`config.mk`:
```
export PLATFORM = sky130hd
export DESIGN_NAME = yuyv_to_rgb888_converter
export DESIGN_NICKNAME = d
export VERILOG_FILES = /design/src/design/yrgb_pkg.sv /design/src/design/yrgb_chroma_mul.sv /design/src/design/yrgb_sum.sv /design/src/design/yrgb_clamp.sv /design/src/design/yrgb_scale.sv /design/src/design/yuyv_to_rgb888_converter.sv
export VERILOG_INCLUDE_DIRS = /design/src /design/src/design
export SDC_FILE = /design/constraint.sdc
export NUM_CORES = 1
export LEC_CHECK = 0
export ABC_CLOCK_PERIOD_IN_PS = 7300
export BUFFER_PORTS_ARGS = -buffer_cell sky130_fd_sc_hd__buf_4
export CORE_MARGIN = 5
export CORE_UTILIZATION = 40
export CTS_CLUSTER_SIZE = 24
export DETAILED_ROUTE_END_ITERATION = 8
export PLACE_DENSITY_LB_ADDON = 0.1
export SLEW_MARGIN = 15
export SYNTH_ARGS = -nofsm -noshare
export SYNTH_HDL_FRONTEND = slang
export SYNTH_SLANG_ARGS = --single-unit
```
`constraint.sdc`:
```
create_clock -name clk -period 7.3 [get_ports clk]
set_clock_uncertainty 0.15 [all_clocks]
set_input_delay 1.46 -clock clk [delete_from_list [all_inputs] [get_ports clk]]
set_output_delay 1.46 -clock clk [all_outputs]
set_load 0.02 [all_outputs]
```
`src/design/yuyv_to_rgb888_converter_macros.svh`:
```
// Assertion macros shared by the converter RTL.
`ifndef YUYV_TO_RGB888_CONVERTER_MACROS_SVH
`define YUYV_TO_RGB888_CONVERTER_MACROS_SVH
`ifndef NO_ASSERTIONS
// Check a condition in the same cycle as its trigger.
`define YRGB_ASSERT_IMP(lbl, trig, cond) \
  lbl: assert property (@(posedge clk) disable iff (!rst_n) (trig) |-> (cond)) \
    else $error("yuyv_to_rgb888_converter: assertion failed");
// Check a condition in the cycle after its trigger.
`define YRGB_ASSERT_NXT(lbl, trig, cond) \
  lbl: assert property (@(posedge clk) disable iff (!rst_n) (trig) |=> (cond)) \
    else $error("yuyv_to_rgb888_converter: assertion failed");
`else
`define YRGB_ASSERT_IMP(lbl, trig, cond)
`define YRGB_ASSERT_NXT(lbl, trig, cond)
`endif
`endif

```
`src/design/yrgb_pkg.sv`:
```
package yrgb_pkg;

  localparam int NPIX   = 2;
  localparam int NCH    = 3;
  localparam int PROD_W = 25;   // signed coef * (chroma - 128)
  localparam int SUM_W  = 26;   // signed luma * 2^16 +/- products
  localparam int FRAC_W = 16;

  // channel index within one pixel
  localparam int CH_RED   = 0;
  localparam int CH_GREEN = 1;
  localparam int CH_BLUE  = 2;

  typedef logic signed [PROD_W-1:0] prod_t;
  typedef logic [SUM_W-1:0]         sum_t;
  typedef logic [7:0]               byte_t;

  // Coefficients, unsigned Q.16 rounded to nearest
  localparam prod_t COEF_RED_V   = 25'sd89831;
  localparam prod_t COEF_GREEN_V = 25'sd45744;
  localparam prod_t COEF_GREEN_U = 25'sd22127;
  localparam prod_t COEF_BLUE_U  = 25'sd113538;

  localparam logic [15:0] SCALE_NUM = 16'd220;

  typedef struct packed {
    prod_t                 red_v;
    prod_t                 green_v;
    prod_t                 green_u;
    prod_t                 blue_u;
    byte_t [NPIX-1:0]      luma;
    logic                  eof;
  } prod_stage_t;

  typedef struct packed {
    sum_t [NPIX-1:0][NCH-1:0] sum;
    logic                     eof;
  } sum_stage_t;

  typedef struct packed {
    byte_t [NPIX-1:0][NCH-1:0] ch;
    logic                      eof;
  } pix_stage_t;

endpackage

```
`src/design/yrgb_chroma_mul.sv`:
```
module yrgb_chroma_mul
  import yrgb_pkg::*;
(
  input  logic        clk,
  input  logic        rst_n,
  input  logic        in_valid,
  output logic        in_ready,
  input  byte_t       luma_first,
  input  byte_t       chroma_blue,
  input  byte_t       luma_second,
  input  byte_t       chroma_red,
  input  logic        end_of_frame,
  output logic        out_valid,
  input  logic        out_ready,
  output prod_stage_t out_data
);

  logic        valid_r;
  prod_stage_t data_r;
  prod_stage_t data_nxt;
  prod_t       du;
  prod_t       dv;

  assign in_ready = !valid_r || out_ready;

  // Remove the chroma offset by flipping the top bit, then sign extend.
  always_comb begin
    du = PROD_W'($signed(chroma_blue ^ 8'h80));
    dv = PROD_W'($signed(chroma_red ^ 8'h80));
    data_nxt.red_v   = dv * COEF_RED_V;
    data_nxt.green_v = dv * COEF_GREEN_V;
    data_nxt.green_u = du * COEF_GREEN_U;
    data_nxt.blue_u  = du * COEF_BLUE_U;
    data_nxt.luma[0] = luma_first;
    data_nxt.luma[1] = luma_second;
    data_nxt.eof     = end_of_frame;
  end

  always_ff @(posedge clk) begin
    if (!rst_n) begin
      valid_r <= 1'b0;
    end else if (in_ready) begin
      valid_r <= in_valid;
    end
  end

  always_ff @(posedge clk) begin
    if (in_valid && in_ready) begin
      data_r <= data_nxt;
    end
  end

  assign out_valid = valid_r;
  assign out_data  = data_r;

endmodule

```
`src/design/yrgb_sum.sv`:
```
module yrgb_sum
  import yrgb_pkg::*;
(
  input  logic        clk,
  input  logic        rst_n,
  input  logic        in_valid,
  output logic        in_ready,
  input  prod_stage_t in_data,
  output logic        out_valid,
  input  logic        out_ready,
  output sum_stage_t  out_data
);

  logic       valid_r;
  sum_stage_t data_r;
  sum_stage_t data_nxt;
  sum_t       base;
  sum_t       red_x;
  sum_t       green_vx;
  sum_t       green_ux;
  sum_t       blue_x;

  assign in_ready = !valid_r || out_ready;

  always_comb begin
    red_x    = SUM_W'($signed(in_data.red_v));
    green_vx = SUM_W'($signed(in_data.green_v));
    green_ux = SUM_W'($signed(in_data.green_u));
    blue_x   = SUM_W'($signed(in_data.blue_u));
    base     = '0;
    for (int p = 0; p < NPIX; p++) begin
      base = {2'b00, in_data.luma[p], {FRAC_W{1'b0}}};
      data_nxt.sum[p][CH_RED]   = base + red_x;
      data_nxt.sum[p][CH_GREEN] = base - green_vx - green_ux;
      data_nxt.sum[p][CH_BLUE]  = base + blue_x;
    end
    data_nxt.eof = in_data.eof;
  end

  always_ff @(posedge clk) begin
    if (!rst_n) begin
      valid_r <= 1'b0;
    end else if (in_ready) begin
      valid_r <= in_valid;
    end
  end

  always_ff @(posedge clk) begin
    if (in_valid && in_ready) begin
      data_r <= data_nxt;
    end
  end

  assign out_valid = valid_r;
  assign out_data  = data_r;

endmodule

```
`src/design/yrgb_clamp.sv`:
```
module yrgb_clamp
  import yrgb_pkg::*;
(
  input  logic       clk,
  input  logic       rst_n,
  input  logic       in_valid,
  output logic       in_ready,
  input  sum_stage_t in_data,
  output logic       out_valid,
  input  logic       out_ready,
  output pix_stage_t out_data
);

  logic       valid_r;
  pix_stage_t data_r;
  pix_stage_t data_nxt;
  sum_t       s;

  assign in_ready = !valid_r || out_ready;

  // Negative sums go to zero; integer parts of 256 and up saturate.
  always_comb begin
    s = '0;
    for (int p = 0; p < NPIX; p++) begin
      for (int c = 0; c < NCH; c++) begin
        s = in_data.sum[p][c];
        if (s[SUM_W-1]) begin
          data_nxt.ch[p][c] = 8'd0;
        end else if (s[FRAC_W+8]) begin
          data_nxt.ch[p][c] = 8'd255;
        end else begin
          data_nxt.ch[p][c] = s[FRAC_W+7:FRAC_W];
        end
      end
    end
    data_nxt.eof = in_data.eof;
  end

  always_ff @(posedge clk) begin
    if (!rst_n) begin
      valid_r <= 1'b0;
    end else if (in_ready) begin
      valid_r <= in_valid;
    end
  end

  always_ff @(posedge clk) begin
    if (in_valid && in_ready) begin
      data_r <= data_nxt;
    end
  end

  assign out_valid = valid_r;
  assign out_data  = data_r;

endmodule

```
`src/design/yrgb_scale.sv`:
```
module yrgb_scale
  import yrgb_pkg::*;
(
  input  logic       clk,
  input  logic       rst_n,
  input  logic       in_valid,
  output logic       in_ready,
  input  pix_stage_t in_data,
  output logic       out_valid,
  input  logic       out_ready,
  output pix_stage_t out_data
);

  logic        valid_r;
  pix_stage_t  data_r;
  pix_stage_t  data_nxt;
  logic [15:0] prod;

  assign in_ready = !valid_r || out_ready;

  // Scale by 220/256 with a floor.
  always_comb begin
    prod = '0;
    for (int p = 0; p < NPIX; p++) begin
      for (int c = 0; c < NCH; c++) begin
        prod = {8'h00, in_data.ch[p][c]} * SCALE_NUM;
        data_nxt.ch[p][c] = prod[15:8];
      end
    end
    data_nxt.eof = in_data.eof;
  end

  always_ff @(posedge clk) begin
    if (!rst_n) begin
      valid_r <= 1'b0;
    end else if (in_ready) begin
      valid_r <= in_valid;
    end
  end

  always_ff @(posedge clk) begin
    if (in_valid && in_ready) begin
      data_r <= data_nxt;
    end
  end

  assign out_valid = valid_r;
  assign out_data  = data_r;

endmodule

```
`src/design/yuyv_to_rgb888_converter.sv`:
```
// Throughput: one YUYV word per cycle while out_ready stays high; the four
//   register stages each take a new word whenever their own slot is empty
//   or moves on in the same cycle.
// Reset: synchronous, active-low rst_n clears all stage valid bits; the data
//   registers are not reset.
`include "yuyv_to_rgb888_converter_macros.svh"
module yuyv_to_rgb888_converter
  import yrgb_pkg::*;
(
  input  logic clk,
  input  logic rst_n,
  input  logic in_valid,
  output logic in_ready,
  input  logic [7:0] in_luma_first,
  input  logic [7:0] in_chroma_blue,
  input  logic [7:0] in_luma_second,
  input  logic [7:0] in_chroma_red,
  input  logic in_end_of_frame,
  output logic out_valid,
  input  logic out_ready,
  output logic [7:0] out_red_first,
  output logic [7:0] out_green_first,
  output logic [7:0] out_blue_first,
  output logic [7:0] out_red_second,
  output logic [7:0] out_green_second,
  output logic [7:0] out_blue_second,
  output logic out_end_of_frame_out
);

  // Stage handshake wires. Each stage holds its slot while the next stage
  // stalls and refills it as soon as the slot frees up, so bubbles collapse.
  logic        mul_valid;
  logic        mul_ready;
  prod_stage_t mul_data;
  logic        sum_valid;
  logic        sum_ready;
  sum_stage_t  sum_data;
  logic        clp_valid;
  logic        clp_ready;
  pix_stage_t  clp_data;
  pix_stage_t  scl_data;

  // Stage 1: remove chroma offset and form the four chroma products.
  yrgb_chroma_mul u_mul (
    .clk          (clk),
    .rst_n        (rst_n),
    .in_valid     (in_valid),
    .in_ready     (in_ready),
    .luma_first   (in_luma_first),
    .chroma_blue  (in_chroma_blue),
    .luma_second  (in_luma_second),
    .chroma_red   (in_chroma_red),
    .end_of_frame (in_end_of_frame),
    .out_valid    (mul_valid),
    .out_ready    (mul_ready),
    .out_data     (mul_data)
  );

  // Stage 2: add luma in Q.16 to the shared products for both pixels.
  yrgb_sum u_sum (
    .clk       (clk),
    .rst_n     (rst_n),
    .in_valid  (mul_valid),
    .in_ready  (mul_ready),
    .in_data   (mul_data),
    .out_valid (sum_valid),
    .out_ready (sum_ready),
    .out_data  (sum_data)
  );

  // Stage 3: drop the fraction and clamp each channel to 0..255.
  yrgb_clamp u_clamp (
    .clk       (clk),
    .rst_n     (rst_n),
    .in_valid  (sum_valid),
    .in_ready  (sum_ready),
    .in_data   (sum_data),
    .out_valid (clp_valid),
    .out_ready (clp_ready),
    .out_data  (clp_data)
  );

  // Stage 4: scale to 0..219; this is the output register.
  yrgb_scale u_scale (
    .clk       (clk),
    .rst_n     (rst_n),
    .in_valid  (clp_valid),
    .in_ready  (clp_ready),
    .in_data   (clp_data),
    .out_valid (out_valid),
    .out_ready (out_ready),
    .out_data  (scl_data)
  );

  // Unpack the result transaction onto the ports.
  assign out_red_first        = scl_data.ch[0][CH_RED];
  assign out_green_first      = scl_data.ch[0][CH_GREEN];
  assign out_blue_first       = scl_data.ch[0][CH_BLUE];
  assign out_red_second       = scl_data.ch[1][CH_RED];
  assign out_green_second     = scl_data.ch[1][CH_GREEN];
  assign out_blue_second      = scl_data.ch[1][CH_BLUE];
  assign out_end_of_frame_out = scl_data.eof;

  // The pipeline comes out of reset empty.
  `YRGB_ASSERT_IMP(a_empty_after_reset, $past(!rst_n), !out_valid)
  // With the output slot free, the whole chain must be able to take a word.
  `YRGB_ASSERT_IMP(a_no_stall_when_drained, !out_valid || out_ready, in_ready)
  // Scaled channels never exceed 219.
  `YRGB_ASSERT_IMP(a_scaled_range, out_valid,
    out_red_first <= 8'd219 && out_green_first <= 8'd219 && out_blue_first <= 8'd219 &&
    out_red_second <= 8'd219 && out_green_second <= 8'd219 && out_blue_second <= 8'd219)

endmodule

```
==> flow_metrics.tcl, run 1 <==
set metrics [dict create \
    r2r_slack_ps 3180 \
    status "finished, final reports clean" \
    drtIter0Drc 540 \
    worstSetupStartpoint "in_chroma_blue[6]" \
    setup.worst_path.class "in2reg" \
    startpoint_type "primary input" \
    synth-main-ff-cell "edfxtp_1" \
    drv_slew 0 \
    fin_util 0.446 \
    fin_crit_sh 0.786 \
    setup_violations 0 \
    viasPerCell 4.72 \
    crit_path_max_fanout 7 \
    r2r_start "u_clamp.out_data[31]" \
    layout-drive-gt1-share 0.0727 \
    numClockSinks 243 \
    worstPathArrival_ps 5930 \
    slowest_stage "fa_1" \
    synth_cell_types 72 \
    synth_mux_area_frac 0 \
    ys_seq_elements 243 \
    reg2reg_depth 15 \
    irDropWorstVdd_v 0.000206 \
    core.rowCount 90 \
    synth.area.top_cells "edfxtp_1 (30%), ha_1 (23%), fa_1 (19%)" \
    end_kind "flop" \
    drc_errors 0 \
    clk_latency_ps 590 \
    synthCells 2223 \
    grt_max_degree 71 \
    holdCritPathClass "reg2reg" \
    tns_ps 0 \
    p_leak_nw 13.0 \
    async_flop_share 0 \
    yosysTopAreaCell "edfxtp_1" \
    cts_max_path_buffers 3 \
    synth_compound_area_frac 0.0802 \
    synth_fa_ha_area_frac 0.415 \
    h-tree-depth 1 \
    die_area_um2 65200 \
    fp.dieH_um 255 \
    syn2layout_area_growth_pct 11.3 \
    synth_xor_xnor_area_share 0.0487 \
    netlist.area_leader.share 0.298 \
    hpwl_um 40000 \
    ant_nets 0 \
    grt_pass1_wl_um 81200 \
    maxSlewHeadroom 0.386 \
    post_cts_buffers 0 \
    worst_slew_pin_slew_ps 921 \
    ctsResizeCount 0 \
    yosys.area_share.simple 0.0710 \
    clk_pin_slew_worst_paths_ps 60 \
    yosys_warnings 0 \
    synth_area_um2 24100 \
    portBuffers 87 \
    min_period_ps 5740 \
    power_density_nw_per_um2 369 \
    max_freq_ghz 0.174 \
    seq_area_frac_synth 0.301 \
    hold_violations 0 \
    cap_violations 0 \
    ios 88 \
    yosysMostFrequentCell "inv_1" \
    grt_use_total 0.150 \
    holdPathStages 0 \
    synth_top_family_by_area "adder cells" \
    cts_hold_buffers 0 \
    gp_congestion 0.838 \
    placeableCoreArea_um2 60000 \
    grt_overflow 0 \
    crit_family "adder cells" \
    antenna_found_initial 0 \
    dr_total_vias 14816 \
    avgSynthCellArea_um2 10.8 \
    cts-buffers-inserted 31 \
    drt_wl_total_um 47600 \
    crit_chain "buf_4 -> inv_1 -> fa_1 -> fa_1 -> inv_1 -> fa_1 -> inv_1 -> fa_1 -> inv_1 -> ha_1 -> a21o_1 -> a21oi_1 -> nor2b_1 -> nor3_2 -> o21ai_1 -> or4b_1 -> and3_1" \
    synth_fp_nets 2923 \
    drt_first_pass_iters 4 \
    crit_required_ps 7490 \
    critPathMaxStageDelay_ps 580 \
    reg2reg_to "u_scale.out_data[32]" \
    min_to "u_clamp.out_data[0]" \
    rsz0062_at_grt "no" \
    die_w_um 255 \
    fin_nets 3030 \
    synth-edff-count 239 \
    hold_path_startpoint "u_sum.out_data[0]" \
    cts_tree "done" \
    yosys-top-cells-count "inv_1 (518), ha_1 (437), edfxtp_1 (239)" \
    root_buffer "clkbuf_16" \
    cp_num_buf_inv 5 \
    grt_pass1_vias 15788 \
    start_util 0.401 \
    wl_per_cell_um 15.2 \
]
==> through the flow <==
stage          cell area [um^2]  hold WS, ps  power (mW)  instances  setup WS [ps]
5_1_grt                   26800          272        11.0       3135           1280
4_1_cts                   26800          248        10.1       3135           1570
6_report                  26800          250        9.89       3136           1560
3_5_place_dp              25700          257        8.37       3079            933
2_1_floorplan             24100          250        6.97       2223           1440
3_3_place_gp              25700          256        8.33       3079           1000
==> cell type report <==
type | instances | area [um^2]
Fill cell | 5662 | 33200
Multi-Input combinational cell | 1444 | 14800
Sequential cell | 243 | 7260
Inverter | 518 | 1940
Tap cell | 782 | 978
Clock buffer | 32 | 779
Timing Repair Buffer | 92 | 691
Clock inverter | 24 | 298
Antenna cell | 1 | 2.50
==> cell families after synthesis <==
logic type      after synthesis
compound gates              292
buf+inv                     536
xor+xnor                    134
simple gates                355
fa+ha+maj                   663
flops                       243
==> cells in the final DEF (no fill, tap or decap), drive strengths merged, types with 37 or more instances in the layout <==
cell,n
xnor2,99
inv,523
a21o,45
o21ai,61
fa,226
buf,92
a21oi,89
edfxtp,239
nor2,173
nand2,37
ha,437
==> state kept, by name, summed over array words and instances (netlist names) <==
signal	cells
u_clamp.out_data	49
u_mul.out_valid	1
u_sum.out_valid	1
u_scale.out_valid	1
u_scale.out_data	49
u_clamp.out_valid	1
u_mul.out_data	80
u_sum.out_data	61
==> power breakdown <==
| part | switching (mW) | internal (mW) |
|---|---|---|
| combinational | 3.27 | 2.58 |
| clock | 0.635 | 0.963 |
| sequential | 0.187 | 2.25 |
==> routing by layer <==
layer | track usage | share of wire | vias to the layer above
li1 | - | - | 7550
met5 | 0 | 0 | -
met3 | 0.0208 | 0.028 | 45
met2 | 0.262 | 0.49 | 129
met1 | 0.202 | 0.46 | 7092
met4 | 0.0255 | 0.017 | 0
==> worst reg2reg max path, stage by stage, from the launching register on <==
cell and delay [ps]:
edfxtp_1 400, inv_1 120, fa_1 520, inv_1 50, fa_1 470, inv_1 50
fa_1 520, inv_1 40, ha_1 310, o21a_1 130, nor3_1 50, a2111oi_0 540
o21a_1 200, o21a_1 130, nor2_1 50, xnor2_1 110
==> worst max-delay path by stage <==
stage	end	slack (ps)	cells after the start
2_1_floorplan	u_mul.out_data[65]	1440	15
3_3_place_gp	u_mul.out_data[65]	1000	17
3_5_place_dp	u_mul.out_data[65]	930	16
4_1_cts	u_mul.out_data[65]	1570	17
5_1_grt	u_mul.out_data[65]	1280	17
6_report	u_mul.out_data[65]	1560	17
Power figures use the tool's default switching activity.
==> run 2, diff against run 1 <==
Settings changed: ABC_AREA set to 1, ABC_CLOCK_PERIOD_IN_PS 7300 to 4900.
Clock period 7.3 ns to 4.9 ns, I/O delays scaled along.
==> run 2 against run 1 <==
  * Sequential share of layout area decreased by 2.8 points
  * Clock power is 54% higher
  * Utilization is 1.5 points higher
  * Routed wire length grew 26%
  * Synthesized area is 8.4% higher
  * Combinational power increased by 73%
  * Non-clock buffer count up 114
  * Synthesized cell count up 28%
  * Power up 63%
  * Via count rose by 27%
  * Critical path type unchanged
  * Highest routed layer is now met5
==> flow_metrics.tcl, run 2 <==
set metrics [dict create \
    status "finished, final reports clean" \
    ios 88 \
    antenna_found_initial 2 \
    seq_area_frac_synth 0.278 \
    fin_crit_sh 0.913 \
    startpoint_type "primary input" \
    rsz0062_at_grt "no" \
    die_w_um 265 \
    start_util 0.404 \
    drt_first_pass_iters 5 \
    crit_path_max_fanout 5 \
    clk_pin_slew_worst_paths_ps 60 \
    yosysTopAreaCell "edfxtp_1" \
    r2r_start "u_clamp.out_data[22]" \
    clk_latency_ps 580 \
    end_kind "flop" \
    r2r_slack_ps 1100 \
    cap_violations 0 \
    finalWorstSetupSlack_ps 426 \
    min_period_ps 4470 \
    grt_pass1_vias 19642 \
    fp.dieH_um 265 \
    setup_violations 0 \
    portBuffers 87 \
    gp_congestion 0.957 \
    yosys-top-cells-count "inv_1 (663), ha_1 (437), nand2_1 (387)" \
    synth-edff-count 239 \
    post-place-ws_ps -174 \
    fin_util 0.462 \
    netlist.area_leader.share 0.275 \
    yosysMostFrequentCell "inv_1" \
    setup.worst_path.class "in2reg" \
    ctsResizeCount 0 \
    async_flop_share 0 \
    cts-buffers-inserted 30 \
    synth_area_um2 26100 \
    dr_total_vias 18752 \
    ant_nets 0 \
    worst_slew_pin_slew_ps 973 \
    worstPathArrival_ps 4650 \
    ys_seq_elements 243 \
    synthCells 2838 \
    crit_required_ps 5070 \
    yosys_warnings 0 \
    viasPerCell 4.76 \
    cts_hold_buffers 0 \
    maxSlewHeadroom 0.351 \
    drt_wl_total_um 59900 \
    placeableCoreArea_um2 64600 \
    power_density_nw_per_um2 540 \
    final_common_cell "inv_1" \
    synth_cell_types 43 \
    cts_tree "done" \
    reg2reg_to "u_scale.out_data[24]" \
    hpwl_um 51900 \
    final_cell_mix "inv_1 (660), ha_1 (437), nand2_1 (387), edfxtp_1 (239), fa_1 (226)" \
    fin_nets 3764 \
    cp-endpoint "u_mul.out_data[40]" \
    avgSynthCellArea_um2 9.20 \
    drtIter0Drc 911 \
    power.total_mw 16.1 \
    grt_pass1_wl_um 100000 \
    p_leak_nw 15.2 \
    irDropWorstVdd_v 0.000304 \
    die_area_um2 70500 \
    drv_slew 0 \
    core.rowCount 93 \
    synth_fp_nets 3538 \
    worstSetupStartpoint "in_chroma_blue[6]" \
    root_buffer "clkbuf_16" \
    drc_errors 0 \
    diodes 0 \
    wl_per_cell_um 15.2 \
    numClockSinks 243 \
    holdCritPathClass "reg2reg" \
    synth.area.top_cells "edfxtp_1 (28%), ha_1 (21%), fa_1 (17%)" \
    grt_use_total 0.173 \
    reg2reg_depth 10 \
    h-tree-depth 1 \
    largest_reg_flops 80 \
    grt_max_degree 69 \
    grt_overflow 0 \
    hold_violations 0 \
    cts_max_path_buffers 3 \
    post_cts_buffers 0 \
    syn2layout_area_growth_pct 14.3 \
    layout-drive-gt1-share 0.0910 \
    synth-main-ff-cell "edfxtp_1" \
    max_freq_ghz 0.223 \
]
-- run 2: layer usage --
layer,up-vias,track usage,part of all wire
li1,9575,-,-
met5,-,0,0.00045
met2,284,0.292,0.47
met3,77,0.0205,0.040
met1,8812,0.243,0.47
met4,4,0.0317,0.018
-- run 2: kinds of logic (layout without fill, tap and decap cells) --
| kind of cell | count (synthesis) | in the layout | synth area share |
|---|---|---|---|
| flip-flops | 243 | 243 | 0.278 |
| buffers and inverters | 675 | 925 | 0.0971 |
| adder cells (fa/ha/maj) | 663 | 663 | 0.383 |
| AO/OA/AOI/OAI | 330 | 330 | 0.0712 |
| XOR/XNOR | 129 | 129 | 0.0433 |
| AND/OR/NAND/NOR | 798 | 798 | 0.127 |
-- run 2: worst min-delay path by stage --
stage / start / to / cells after the start
5_1_grt: u_sum.out_data[0] / u_clamp.out_data[0] / 0
3_5_place_dp: u_sum.out_data[0] / u_clamp.out_data[0] / 0
6_report: u_sum.out_data[0] / u_clamp.out_data[0] / 0
4_1_cts: u_sum.out_data[0] / u_clamp.out_data[0] / 0
2_1_floorplan: u_sum.out_data[0] / u_clamp.out_data[0] / 0
3_3_place_gp: u_sum.out_data[0] / u_clamp.out_data[0] / 0
-- run 2: through the flow --
step | cell area, um^2 | instances | hold WS, ps | TNS [ps]
2_1_floorplan | 26100 | 2838 | 250 | -3.82
3_3_place_gp | 28700 | 3887 | 256 | -1060
3_5_place_dp | 28700 | 3887 | 255 | -1610
4_1_cts | 29800 | 3943 | 269 | 0
5_1_grt | 29800 | 3943 | 285 | 0
6_report | 29800 | 3943 | 270 | 0
-- run 2: layout make-up --
| type | instances | area (um^2) |
|---|---|---|
| sequential | 243 | 7260 |
| timing repair buffer | 206 | 1550 |
| inverter | 663 | 2490 |
| clock inverter | 16 | 258 |
| fill | 6178 | 34800 |
| multi-input combinational | 1920 | 16300 |
| clock buffer | 40 | 870 |
| tap | 855 | 1070 |
-- run 2: power breakdown --
group	leakage [nW]	switching [mW]	total (mW)	internal [mW]
Combinational	12.4	6.16	10.1	3.96
Clock	0.548	0.906	2.47	1.57
Sequential	2.29	0.265	3.51	3.24
-- run 2: critical path, cell delays in order --
cell	delay [ps]
buf_4	100
clkinvlp_4	110
buf_4	190
ha_1	320
fa_1	580
fa_1	570
inv_1	60
fa_1	530
inv_1	40
ha_1	310
nand2_1	100
nor3_1	260
nand3_1	130
nand3_1	130
a21oi_1	80
xor2_1	140
